### src/sv/oid_content_decode_core_macros.svh
// ---------------------------------------------------------------------------
// oid_content_decode_core_macros.svh
// Assertion macros for the object identifier content decoder.
// ---------------------------------------------------------------------------
`ifndef OID_CONTENT_DECODE_CORE_MACROS_SVH
`define OID_CONTENT_DECODE_CORE_MACROS_SVH

`ifndef SYNTHESIS
`define OCD_ASSERT_NOW(name, expr, msg) \
  name: assert property (@(posedge clk) disable iff (rst) (expr)) else $error(msg);
`define OCD_ASSERT_IMPL(name, ante, cons, msg) \
  name: assert property (@(posedge clk) disable iff (rst) (ante) |-> (cons)) else $error(msg);
`else
`define OCD_ASSERT_NOW(name, expr, msg)
`define OCD_ASSERT_IMPL(name, ante, cons, msg)
`endif

`endif

### src/sv/ocd_pkg.sv
// ---------------------------------------------------------------------------
// ocd_pkg
// Types and constants shared by the object identifier content decoder.
// ---------------------------------------------------------------------------
package ocd_pkg;

  localparam int MAX_CONTENT_BYTES_DEF = 19;
  localparam int ARC_BITS_DEF          = 28;
  localparam int QUEUE_DEPTH_DEF       = 4;

  localparam int ARC_W = 28;
  localparam int NUM_W = 5;
  localparam int STS_W = 3;

  localparam logic [7:0] FIRST_DIV = 8'd40;

  localparam logic [STS_W-1:0] ST_OK    = 3'd0;
  localparam logic [STS_W-1:0] ST_LONG  = 3'd1;
  localparam logic [STS_W-1:0] ST_FIRST = 3'd2;
  localparam logic [STS_W-1:0] ST_OVF   = 3'd3;
  localparam logic [STS_W-1:0] ST_TRUNC = 3'd4;

  typedef struct packed {
    logic [7:0] content_byte;
    logic       final_byte;
  } item_t;

  typedef struct packed {
    logic [ARC_W-1:0] arc_value;
    logic [NUM_W-1:0] arc_number;
    logic [STS_W-1:0] status;
    logic             end_of_object;
    logic             last_of_item;
  } arc_t;

  typedef struct packed {
    logic             pair;
    logic [1:0]       first_arc;
    logic [ARC_W-1:0] value;
    logic [NUM_W-1:0] number;
    logic [STS_W-1:0] status;
    logic             eoo;
  } cmd_t;

endpackage

### src/sv/ocd_front.sv
// ---------------------------------------------------------------------------
// ocd_front
// Tracks object state per content byte and issues result commands.
// ---------------------------------------------------------------------------
module ocd_front import ocd_pkg::*; #(
  parameter int MAX_CONTENT_BYTES = MAX_CONTENT_BYTES_DEF,
  parameter int ARC_BITS          = ARC_BITS_DEF
) (
  input  logic  clk,
  input  logic  rst,
  input  logic  accept,
  input  item_t item,
  output logic  push,
  output cmd_t  cmd
);

  localparam int BW = $clog2(MAX_CONTENT_BYTES + 1);

  logic [ARC_BITS-1:0] partial_arc, partial_arc_next, shifted;
  logic [BW-1:0]       bytes_seen, bytes_seen_next;
  logic [NUM_W-1:0]    arcs_emitted, arcs_emitted_next;
  logic                dropping, dropping_next;
  logic                err;
  logic [STS_W-1:0]    err_status;
  logic [1:0]          a0;
  logic [7:0]          a1;
  logic                fin;

  assign fin     = item.final_byte;
  assign shifted = {partial_arc[ARC_BITS-8:0], item.content_byte[6:0]};

  always_comb begin
    if (item.content_byte >= 8'(2 * FIRST_DIV)) begin
      a0 = 2'd2;
      a1 = item.content_byte - 8'(2 * FIRST_DIV);
    end else if (item.content_byte >= FIRST_DIV) begin
      a0 = 2'd1;
      a1 = item.content_byte - FIRST_DIV;
    end else begin
      a0 = 2'd0;
      a1 = item.content_byte;
    end
  end

  always_comb begin
    partial_arc_next  = partial_arc;
    bytes_seen_next   = bytes_seen;
    arcs_emitted_next = arcs_emitted;
    dropping_next     = dropping;
    err               = 1'b0;
    err_status        = ST_OK;
    push              = 1'b0;
    cmd               = '0;
    if (accept) begin
      if (dropping) begin
        if (fin) begin
          partial_arc_next  = '0;
          bytes_seen_next   = '0;
          arcs_emitted_next = '0;
          dropping_next     = 1'b0;
        end
      end else if (bytes_seen >= BW'(MAX_CONTENT_BYTES)) begin
        err        = 1'b1;
        err_status = ST_LONG;
      end else if (bytes_seen == '0) begin
        bytes_seen_next = BW'(1);
        if (item.content_byte >= 8'(3 * FIRST_DIV)) begin
          err        = 1'b1;
          err_status = ST_FIRST;
        end else begin
          push              = 1'b1;
          cmd.pair          = 1'b1;
          cmd.first_arc     = a0;
          cmd.value         = ARC_W'(a1);
          cmd.number        = NUM_W'(1);
          cmd.status        = ST_OK;
          cmd.eoo           = fin;
          arcs_emitted_next = NUM_W'(2);
          if (fin) begin
            partial_arc_next  = '0;
            bytes_seen_next   = '0;
            arcs_emitted_next = '0;
          end
        end
      end else begin
        bytes_seen_next = bytes_seen + BW'(1);
        if (|partial_arc[ARC_BITS-1:ARC_BITS-7]) begin
          err        = 1'b1;
          err_status = ST_OVF;
        end else if (item.content_byte[7]) begin
          partial_arc_next = shifted;
          if (fin) begin
            err        = 1'b1;
            err_status = ST_TRUNC;
          end
        end else begin
          push              = 1'b1;
          cmd.value         = ARC_W'(shifted);
          cmd.number        = arcs_emitted;
          cmd.status        = ST_OK;
          cmd.eoo           = fin;
          arcs_emitted_next = arcs_emitted + NUM_W'(1);
          partial_arc_next  = '0;
          if (fin) begin
            bytes_seen_next   = '0;
            arcs_emitted_next = '0;
          end
        end
      end
      if (err) begin
        push       = 1'b1;
        cmd        = '0;
        cmd.number = arcs_emitted;
        cmd.status = err_status;
        cmd.eoo    = 1'b1;
        if (fin) begin
          partial_arc_next  = '0;
          bytes_seen_next   = '0;
          arcs_emitted_next = '0;
          dropping_next     = 1'b0;
        end else begin
          dropping_next = 1'b1;
        end
      end
    end
  end

  always_ff @(posedge clk) begin
    if (rst) begin
      partial_arc  <= '0;
      bytes_seen   <= '0;
      arcs_emitted <= '0;
      dropping     <= 1'b0;
    end else begin
      partial_arc  <= partial_arc_next;
      bytes_seen   <= bytes_seen_next;
      arcs_emitted <= arcs_emitted_next;
      dropping     <= dropping_next;
    end
  end

endmodule

### src/sv/ocd_queue.sv
// ---------------------------------------------------------------------------
// ocd_queue
// Short command queue between the front and back parts.
// ---------------------------------------------------------------------------
module ocd_queue import ocd_pkg::*; #(
  parameter int DEPTH = QUEUE_DEPTH_DEF
) (
  input  logic clk,
  input  logic rst,
  input  logic push,
  input  cmd_t push_data,
  input  logic pop,
  output cmd_t head,
  output logic full,
  output logic empty
);

  localparam int AW = $clog2(DEPTH);

  cmd_t          slots [DEPTH];
  logic [AW-1:0] wr_ptr, rd_ptr;
  logic [AW:0]   count;

  assign full  = (count == (AW+1)'(DEPTH));
  assign empty = (count == '0);
  assign head  = slots[rd_ptr];

  always_ff @(posedge clk) begin
    if (push) begin
      slots[wr_ptr] <= push_data;
    end
  end

  always_ff @(posedge clk) begin
    if (rst) begin
      wr_ptr <= '0;
      rd_ptr <= '0;
      count  <= '0;
    end else begin
      if (push) begin
        wr_ptr <= (wr_ptr == AW'(DEPTH - 1)) ? '0 : wr_ptr + AW'(1);
      end
      if (pop) begin
        rd_ptr <= (rd_ptr == AW'(DEPTH - 1)) ? '0 : rd_ptr + AW'(1);
      end
      if (push && !pop) begin
        count <= count + (AW+1)'(1);
      end else if (pop && !push) begin
        count <= count - (AW+1)'(1);
      end
    end
  end

endmodule

### src/sv/ocd_back.sv
// ---------------------------------------------------------------------------
// ocd_back
// Expands queued commands into result items behind an output register.
// ---------------------------------------------------------------------------
module ocd_back import ocd_pkg::*; (
  input  logic clk,
  input  logic rst,
  input  cmd_t head,
  input  logic empty,
  output logic pop,
  output logic arc_valid,
  input  logic arc_ready,
  output arc_t arc
);

  logic load;
  logic phase;
  logic split;

  assign load  = !arc_valid || arc_ready;
  assign split = head.pair && !phase;
  assign pop   = load && !empty && !split;

  always_ff @(posedge clk) begin
    if (load && !empty) begin
      if (split) begin
        arc.arc_value     <= ARC_W'(head.first_arc);
        arc.arc_number    <= '0;
        arc.status        <= ST_OK;
        arc.end_of_object <= 1'b0;
        arc.last_of_item  <= 1'b0;
      end else begin
        arc.arc_value     <= head.value;
        arc.arc_number    <= head.number;
        arc.status        <= head.status;
        arc.end_of_object <= head.eoo;
        arc.last_of_item  <= 1'b1;
      end
    end
  end

  always_ff @(posedge clk) begin
    if (rst) begin
      arc_valid <= 1'b0;
      phase     <= 1'b0;
    end else if (load) begin
      arc_valid <= !empty;
      if (!empty) begin
        phase <= split;
      end
    end
  end

endmodule

### src/sv/oid_content_decode_core.sv
// ---------------------------------------------------------------------------
// oid_content_decode_core: DER object identifier content decoder
// A taken byte's result is written into the command queue, then loaded into the output register.
// Throughput: one byte per cycle while the four-entry command queue has room;
// a first byte yields two results.
// Reset clears the object state, the command queue and the output valid flag.
// ---------------------------------------------------------------------------
`include "oid_content_decode_core_macros.svh"

module oid_content_decode_core import ocd_pkg::*; #(
  parameter int MAX_CONTENT_BYTES = MAX_CONTENT_BYTES_DEF,
  parameter int ARC_BITS          = ARC_BITS_DEF,
  parameter int QUEUE_DEPTH       = QUEUE_DEPTH_DEF
) (
  input  logic  clk,
  input  logic  rst,
  input  logic  item_valid,
  output logic  item_ready,
  input  item_t item,
  output logic  arc_valid,
  input  logic  arc_ready,
  output arc_t  arc
);

  logic accept;
  logic push;
  cmd_t cmd;
  cmd_t head;
  logic pop;
  logic q_full;
  logic q_empty;

  assign item_ready = !q_full;
  assign accept     = item_valid && item_ready;

  ocd_front #(
    .MAX_CONTENT_BYTES(MAX_CONTENT_BYTES),
    .ARC_BITS(ARC_BITS)
  ) u_front (
    .clk(clk),
    .rst(rst),
    .accept(accept),
    .item(item),
    .push(push),
    .cmd(cmd)
  );

  ocd_queue #(
    .DEPTH(QUEUE_DEPTH)
  ) u_queue (
    .clk(clk),
    .rst(rst),
    .push(push),
    .push_data(cmd),
    .pop(pop),
    .head(head),
    .full(q_full),
    .empty(q_empty)
  );

  ocd_back u_back (
    .clk(clk),
    .rst(rst),
    .head(head),
    .empty(q_empty),
    .pop(pop),
    .arc_valid(arc_valid),
    .arc_ready(arc_ready),
    .arc(arc)
  );

  `OCD_ASSERT_NOW(a_queue_flags, !(q_full && q_empty), "queue full and empty at once")
  `OCD_ASSERT_IMPL(a_error_shape, arc_valid && arc.status != ST_OK, arc.end_of_object && arc.last_of_item && arc.arc_value == '0, "error result malformed")
  `OCD_ASSERT_IMPL(a_split_shape, arc_valid && !arc.last_of_item, arc.arc_number == '0 && arc.status == ST_OK && !arc.end_of_object, "leading first arc malformed")

endmodule
### config.mk
export PLATFORM = sky130hd
export DESIGN_NAME = oid_content_decode_core
export DESIGN_NICKNAME = d
export VERILOG_FILES = /design/src/sv/ocd_pkg.sv /design/src/sv/ocd_front.sv /design/src/sv/ocd_queue.sv /design/src/sv/ocd_back.sv /design/src/sv/oid_content_decode_core.sv
export VERILOG_INCLUDE_DIRS = /design/src /design/src/sv
export SDC_FILE = /design/constraint.sdc
export NUM_CORES = 1
export LEC_CHECK = 0
export BUFFER_PORTS_ARGS = -buffer_cell sky130_fd_sc_hd__clkbuf_2
export CAP_MARGIN = 40
export CORE_UTILIZATION = 55
export CTS_CLUSTER_DIAMETER = 80
export DETAILED_ROUTE_END_ITERATION = 8
export PLACE_DENSITY = 0.77
export SYNTH_ARGS = -nofsm -noshare
export SYNTH_HDL_FRONTEND = slang
export SYNTH_HIERARCHICAL = 1
export SYNTH_SLANG_ARGS = --single-unit
### constraint.sdc
create_clock -name clk -period 4.65 [get_ports clk]
set_input_delay 0.93 -clock clk [delete_from_list [all_inputs] [get_ports clk]]
set_output_delay 0.93 -clock clk [all_outputs]
set_load 0.01 [all_outputs]
==> results_tabular.tex <==
\begin{tabular}{lr}
\hline
Metric & Value \\
\hline
\multicolumn{2}{l}{\textbf{Route}} \\
Total Routed Length & 19630 um \\
Number of DRC markers in iteration 0 & approximately 420 \\
Number of antenna-violating nets in the routed design & 0 \\
Routed vias/inst & 6.027 \\
Number of vias after detailed routing & approximately 5700 \\
First-pass detailed-route iteration total & 9 \\
DRC viols & 14 \\
Wire per inst & 20.89 um \\
\multicolumn{2}{l}{\textbf{STA}} \\
Hold violation count in the final report & 0 \\
Highest clock rate & 289.1 MHz \\
Final Slew Violations & 0 \\
Tightest slew margin relative to the limit & 0.3806 \\
Unrepaired setup endpoints after global routing & false \\
Share of the cycle needed by the critical path after routing & 0.7439 \\
Setup skew after layout & 12.29 ps \\
Minimum clock period & 3459 ps \\
Post-route setup TNS & 0 ps \\
Setup-violating endpoint count in the final report & 0 \\
Slew at the pin closest to its max-slew limit & 916.2 ps \\
\multicolumn{2}{l}{\textbf{Run}} \\
MaxCap Viol Count & 0 \\
\multicolumn{2}{l}{\textbf{Status}} \\
Failing checks & design-rule violations \\
Outcome & finished, violations left \\
\multicolumn{2}{l}{\textbf{Worst setup path}} \\
Crit path capture type & register \\
Required time of the critical path & 4830 ps \\
Reg2reg path depth & 7 \\
Maximum fanout encountered on the critical timing path & 21 \\
Flop2flop setup slack & roughly 1200 ps \\
CP Cell Sequence & inv\_1, ha\_1, or4b\_1, and4\_1, a21oi\_1, and2\_2, buf\_4 \\
CP startpoint kind & register \\
Critical path class & reg2reg \\
Largest stage delay on the critical path & about 700 ps \\
Top delay family on crit path & simple AND/OR/NAND/NOR gates \\
Buffer and inverter count on the worst path & 2 \\
Arrival @ worst endpoint & approximately 3600 ps \\
Slowest stage cell, crit path & sky130\_fd\_sc\_hd\_\_and2\_2 \\
Beginning of the worst register-to-register path & u\_front/bytes\_seen[0] \\
FF-to-FF End & u\_queue/slots[0][10] \\
\multicolumn{2}{l}{\textbf{Floorplan}} \\
Row cnt & 49 \\
Die height & about 140 um \\
Die Outline Area & approximately 19000 um\^{}2 \\
Total I/O pin count & 53 \\
Initial core utilization & 0.5649 \\
Core Footprint & around 18000 um\^{}2 \\
Die extent in x & 138.3 um \\
\multicolumn{2}{l}{\textbf{Hold path}} \\
Hold Path Origin & u\_back/phase \\
Instance count along the most critical hold path & 2 \\
Type of the most critical hold path & reg2reg \\
Endpoint of the worst hold path & u\_back/phase \\
\multicolumn{2}{l}{\textbf{CTS}} \\
Total of cells resized after clock tree synthesis & 0 \\
Clock transition at the register clock pins on the worst setup and hold paths after CTS & 60 ps \\
CTS tree & done \\
Sinks on the clock net & around 250 \\
Post-CTS Setup Bufs & 0 \\
Post-cts hold buffer count & 0 \\
Clock Path Buffers & 3 \\
Root Driver & sky130\_fd\_sc\_hd\_\_clkbuf\_16 \\
Insertion delay to the later sink of the worst-skew pair & 510 ps \\
H-Tree Depth & 1 \\
Num CTS Buffers & 25 \\
\multicolumn{2}{l}{\textbf{Global routing}} \\
Maximum number of pins on one net before global-route repair & 41 \\
Total routing usage reported by global routing & 0.2129 \\
First-pass GRT wire length & 31610 um \\
Overflow left after global routing & 0 \\
Via count of the first global-routing pass & 5904 \\
Initial antenna violation count & 0 \\
\multicolumn{2}{l}{\textbf{Layout}} \\
Design area & between 10000 and 15000 um\^{}2 \\
Number of antenna cells inserted & 0 \\
Share of the core filled with cells in the final layout & 0.6332 \\
Share of cells above drive strength 1 & 0.2250 \\
Layout overhead on the synthesized area & 12.09\% \\
Layout net count & 721 \\
\multicolumn{2}{l}{\textbf{Yosys}} \\
Number of enable-type register cells in the synthesized netlist & 198 \\
Post-synthesis sequential area ratio & 0.6799 \\
Number of standard cells after synthesis & 634 \\
Avg Synthesized Cell Area & 16.12 um\^{}2 \\
Count of state elements after synthesis & around 250 \\
Fraction of registers with async set or reset after synthesis & 0 \\
Total of warnings raised by yosys & 6 \\
Synthesized cell area & 10220 um\^{}2 \\
Leading register cell type out of synthesis & sky130\_fd\_sc\_hd\_\_edfxtp\_1 \\
Unique cell type count in the Yosys netlist & 67 \\
Synthesized netlist net count & roughly 660 \\
\multicolumn{2}{l}{\textbf{Power and ir drop}} \\
Clock share of power & 0.295 \\
Peak supply drop & 0.3511 mV \\
Final Total Pwr & $\sim$6.4 mW \\
Internal cell power & 4.635 mW \\
Comb power frac & 0.236 \\
Switching component of the power & 1.734 mW \\
Power per cell area & 556.2 nW/um\^{}2 \\
Cell leakage power & 4.035 nW \\
Sequential share of power & 0.468 \\
Switching fraction of total power & 0.2723 \\
\multicolumn{2}{l}{\textbf{Placed design}} \\
Placed cell area & 10670 um\^{}2 \\
Placer congestion estimate & 0.8510 \\
DP Wirelength & 12450 um \\
Port bufs & 52 \\
\hline
\end{tabular}
-- kinds of logic after synthesis --
family	count (synthesis)	synth area share
xor gates and xnor gates	4	0.003429
DFF	248	0.6799
buffers and inverters	54	0.03086
adders and majority gates	16	0.02033
AOI/OAI and AO/OA	115	0.08340
muxes	48	0.09625
and+or+nand+nor	149	0.08584
-- worst reg2reg max path, stage by stage, from the launching register on --
cell and delay [ps]:
sky130_fd_sc_hd__dfxtp_1 360, sky130_fd_sc_hd__inv_1 100, sky130_fd_sc_hd__ha_1 170, sky130_fd_sc_hd__or4b_1 600, sky130_fd_sc_hd__and4_1 280, sky130_fd_sc_hd__a21oi_1 460, sky130_fd_sc_hd__and2_2 700, sky130_fd_sc_hd__buf_4 450
-- Yosys cell counts (all sizes together) (5+ instances only) --
cell	count	area, um^2
dfxtp	50	1001
a31oi	5	31.28
nor2	17	63.81
buf	16	171.4
mux2i	6	60.06
mux4	40	900.9
clkbuf	19	72.56
o21ai	14	70.07
nor3	6	30.03
a22o	30	262.8
edfxtp	198	5946
a21oi	25	125.1
inv	18	67.56
ha	15	187.7
nor2b	5	38.78
and3	5	31.28
and2	69	431.7
nand2	14	52.55
nand3	9	45.04
a21o	5	37.54
-- state kept, by name (all words and copies together) (netlist names), named ones only --
| register | flops |
|---|---|
| u_back/arc | 38 |
| u_queue/slots | 160 |
| u_back/arc_valid | 1 |
| u_front/partial_arc | 28 |
| u_front/bytes_seen | 5 |
| u_queue/wr_ptr | 2 |
| u_front/dropping | 1 |
| u_queue/rd_ptr | 2 |
| u_front/arcs_emitted | 5 |
| u_back/phase | 1 |
| u_queue/count | 3 |
-- metal layers --
layer | up-vias | track usage | routed length (um)
li1 | 2584 | - | -
met1 | 2875 | 0.2707 | 7948
met2 | 176 | 0.3794 | 10280
met3 | 30 | 0.03256 | 1045
met4 | 0 | 0.06328 | 361
met5 | - | 0 | 0
-- cell usage in the layout (no fill, tap or decap), drive strengths merged, types with 8 or more instances in the layout --
cell	instances
nand2	14
inv	21
o21ai	14
a21oi	25
nor2	17
and2	69
buf	14
ha	15
dfxtp	50
a22o	30
clkbuf	87
clkinv	8
nand3	9
mux4	40
edfxtp	198
-- worst max-delay path by stage --
stage | from | endpoint | slack [ps] | depth (start not counted)
floorplan | arc_ready | u_queue/count[2] | 660 | 10
global placement | item_valid | u_queue/slots[0][10] | 1220 | 7
detailed placement | item_valid | u_queue/slots[0][10] | 1100 | 7
CTS | u_front/bytes_seen[0] | u_queue/slots[0][10] | 1210 | 7
global route | u_front/bytes_seen[0] | u_queue/slots[0][18] | 1030 | 7
finish | u_front/bytes_seen[0] | u_queue/slots[0][10] | 1190 | 7
-- per-stage QoR --
| stage | setup slack (ps) | cells | hold WS, ps |
|---|---|---|---|
| 6_report | 1191 | 940 | 488.8 |
| 5_1_grt | 1034 | 940 | 527.6 |
| 4_1_cts | 1212 | 940 | 494.2 |
| 3_5_place_dp | 1102 | 894 | 479.3 |
| 3_3_place_gp | 1218 | 892 | 471.5 |
| 2_1_floorplan | 662.4 | 634 | 447.9 |
-- cell type report --
class | count | area [um^2]
tap | 229 | 286.5
fill | 1243 | 6634
multi-input combinational | 332 | 2972
inverter | 19 | 71.32
timing repair buffer | 66 | 392.9
sequential | 248 | 6948
clock inverter | 11 | 88.84
clock buffer | 35 | 693.2
-- power by group through the flow --
stage	Clock, mW	Sequential (mW)	Combinational (mW)
after floorplan	0	3.11	1.05
after global placement	0	3.01	1.48
after detailed placement	0	3.03	1.53
after CTS	1.92	2.99	1.54
after global routing	2.01	3.02	1.64
final	1.88	2.98	1.50
(Power assumes the default switching activity.)
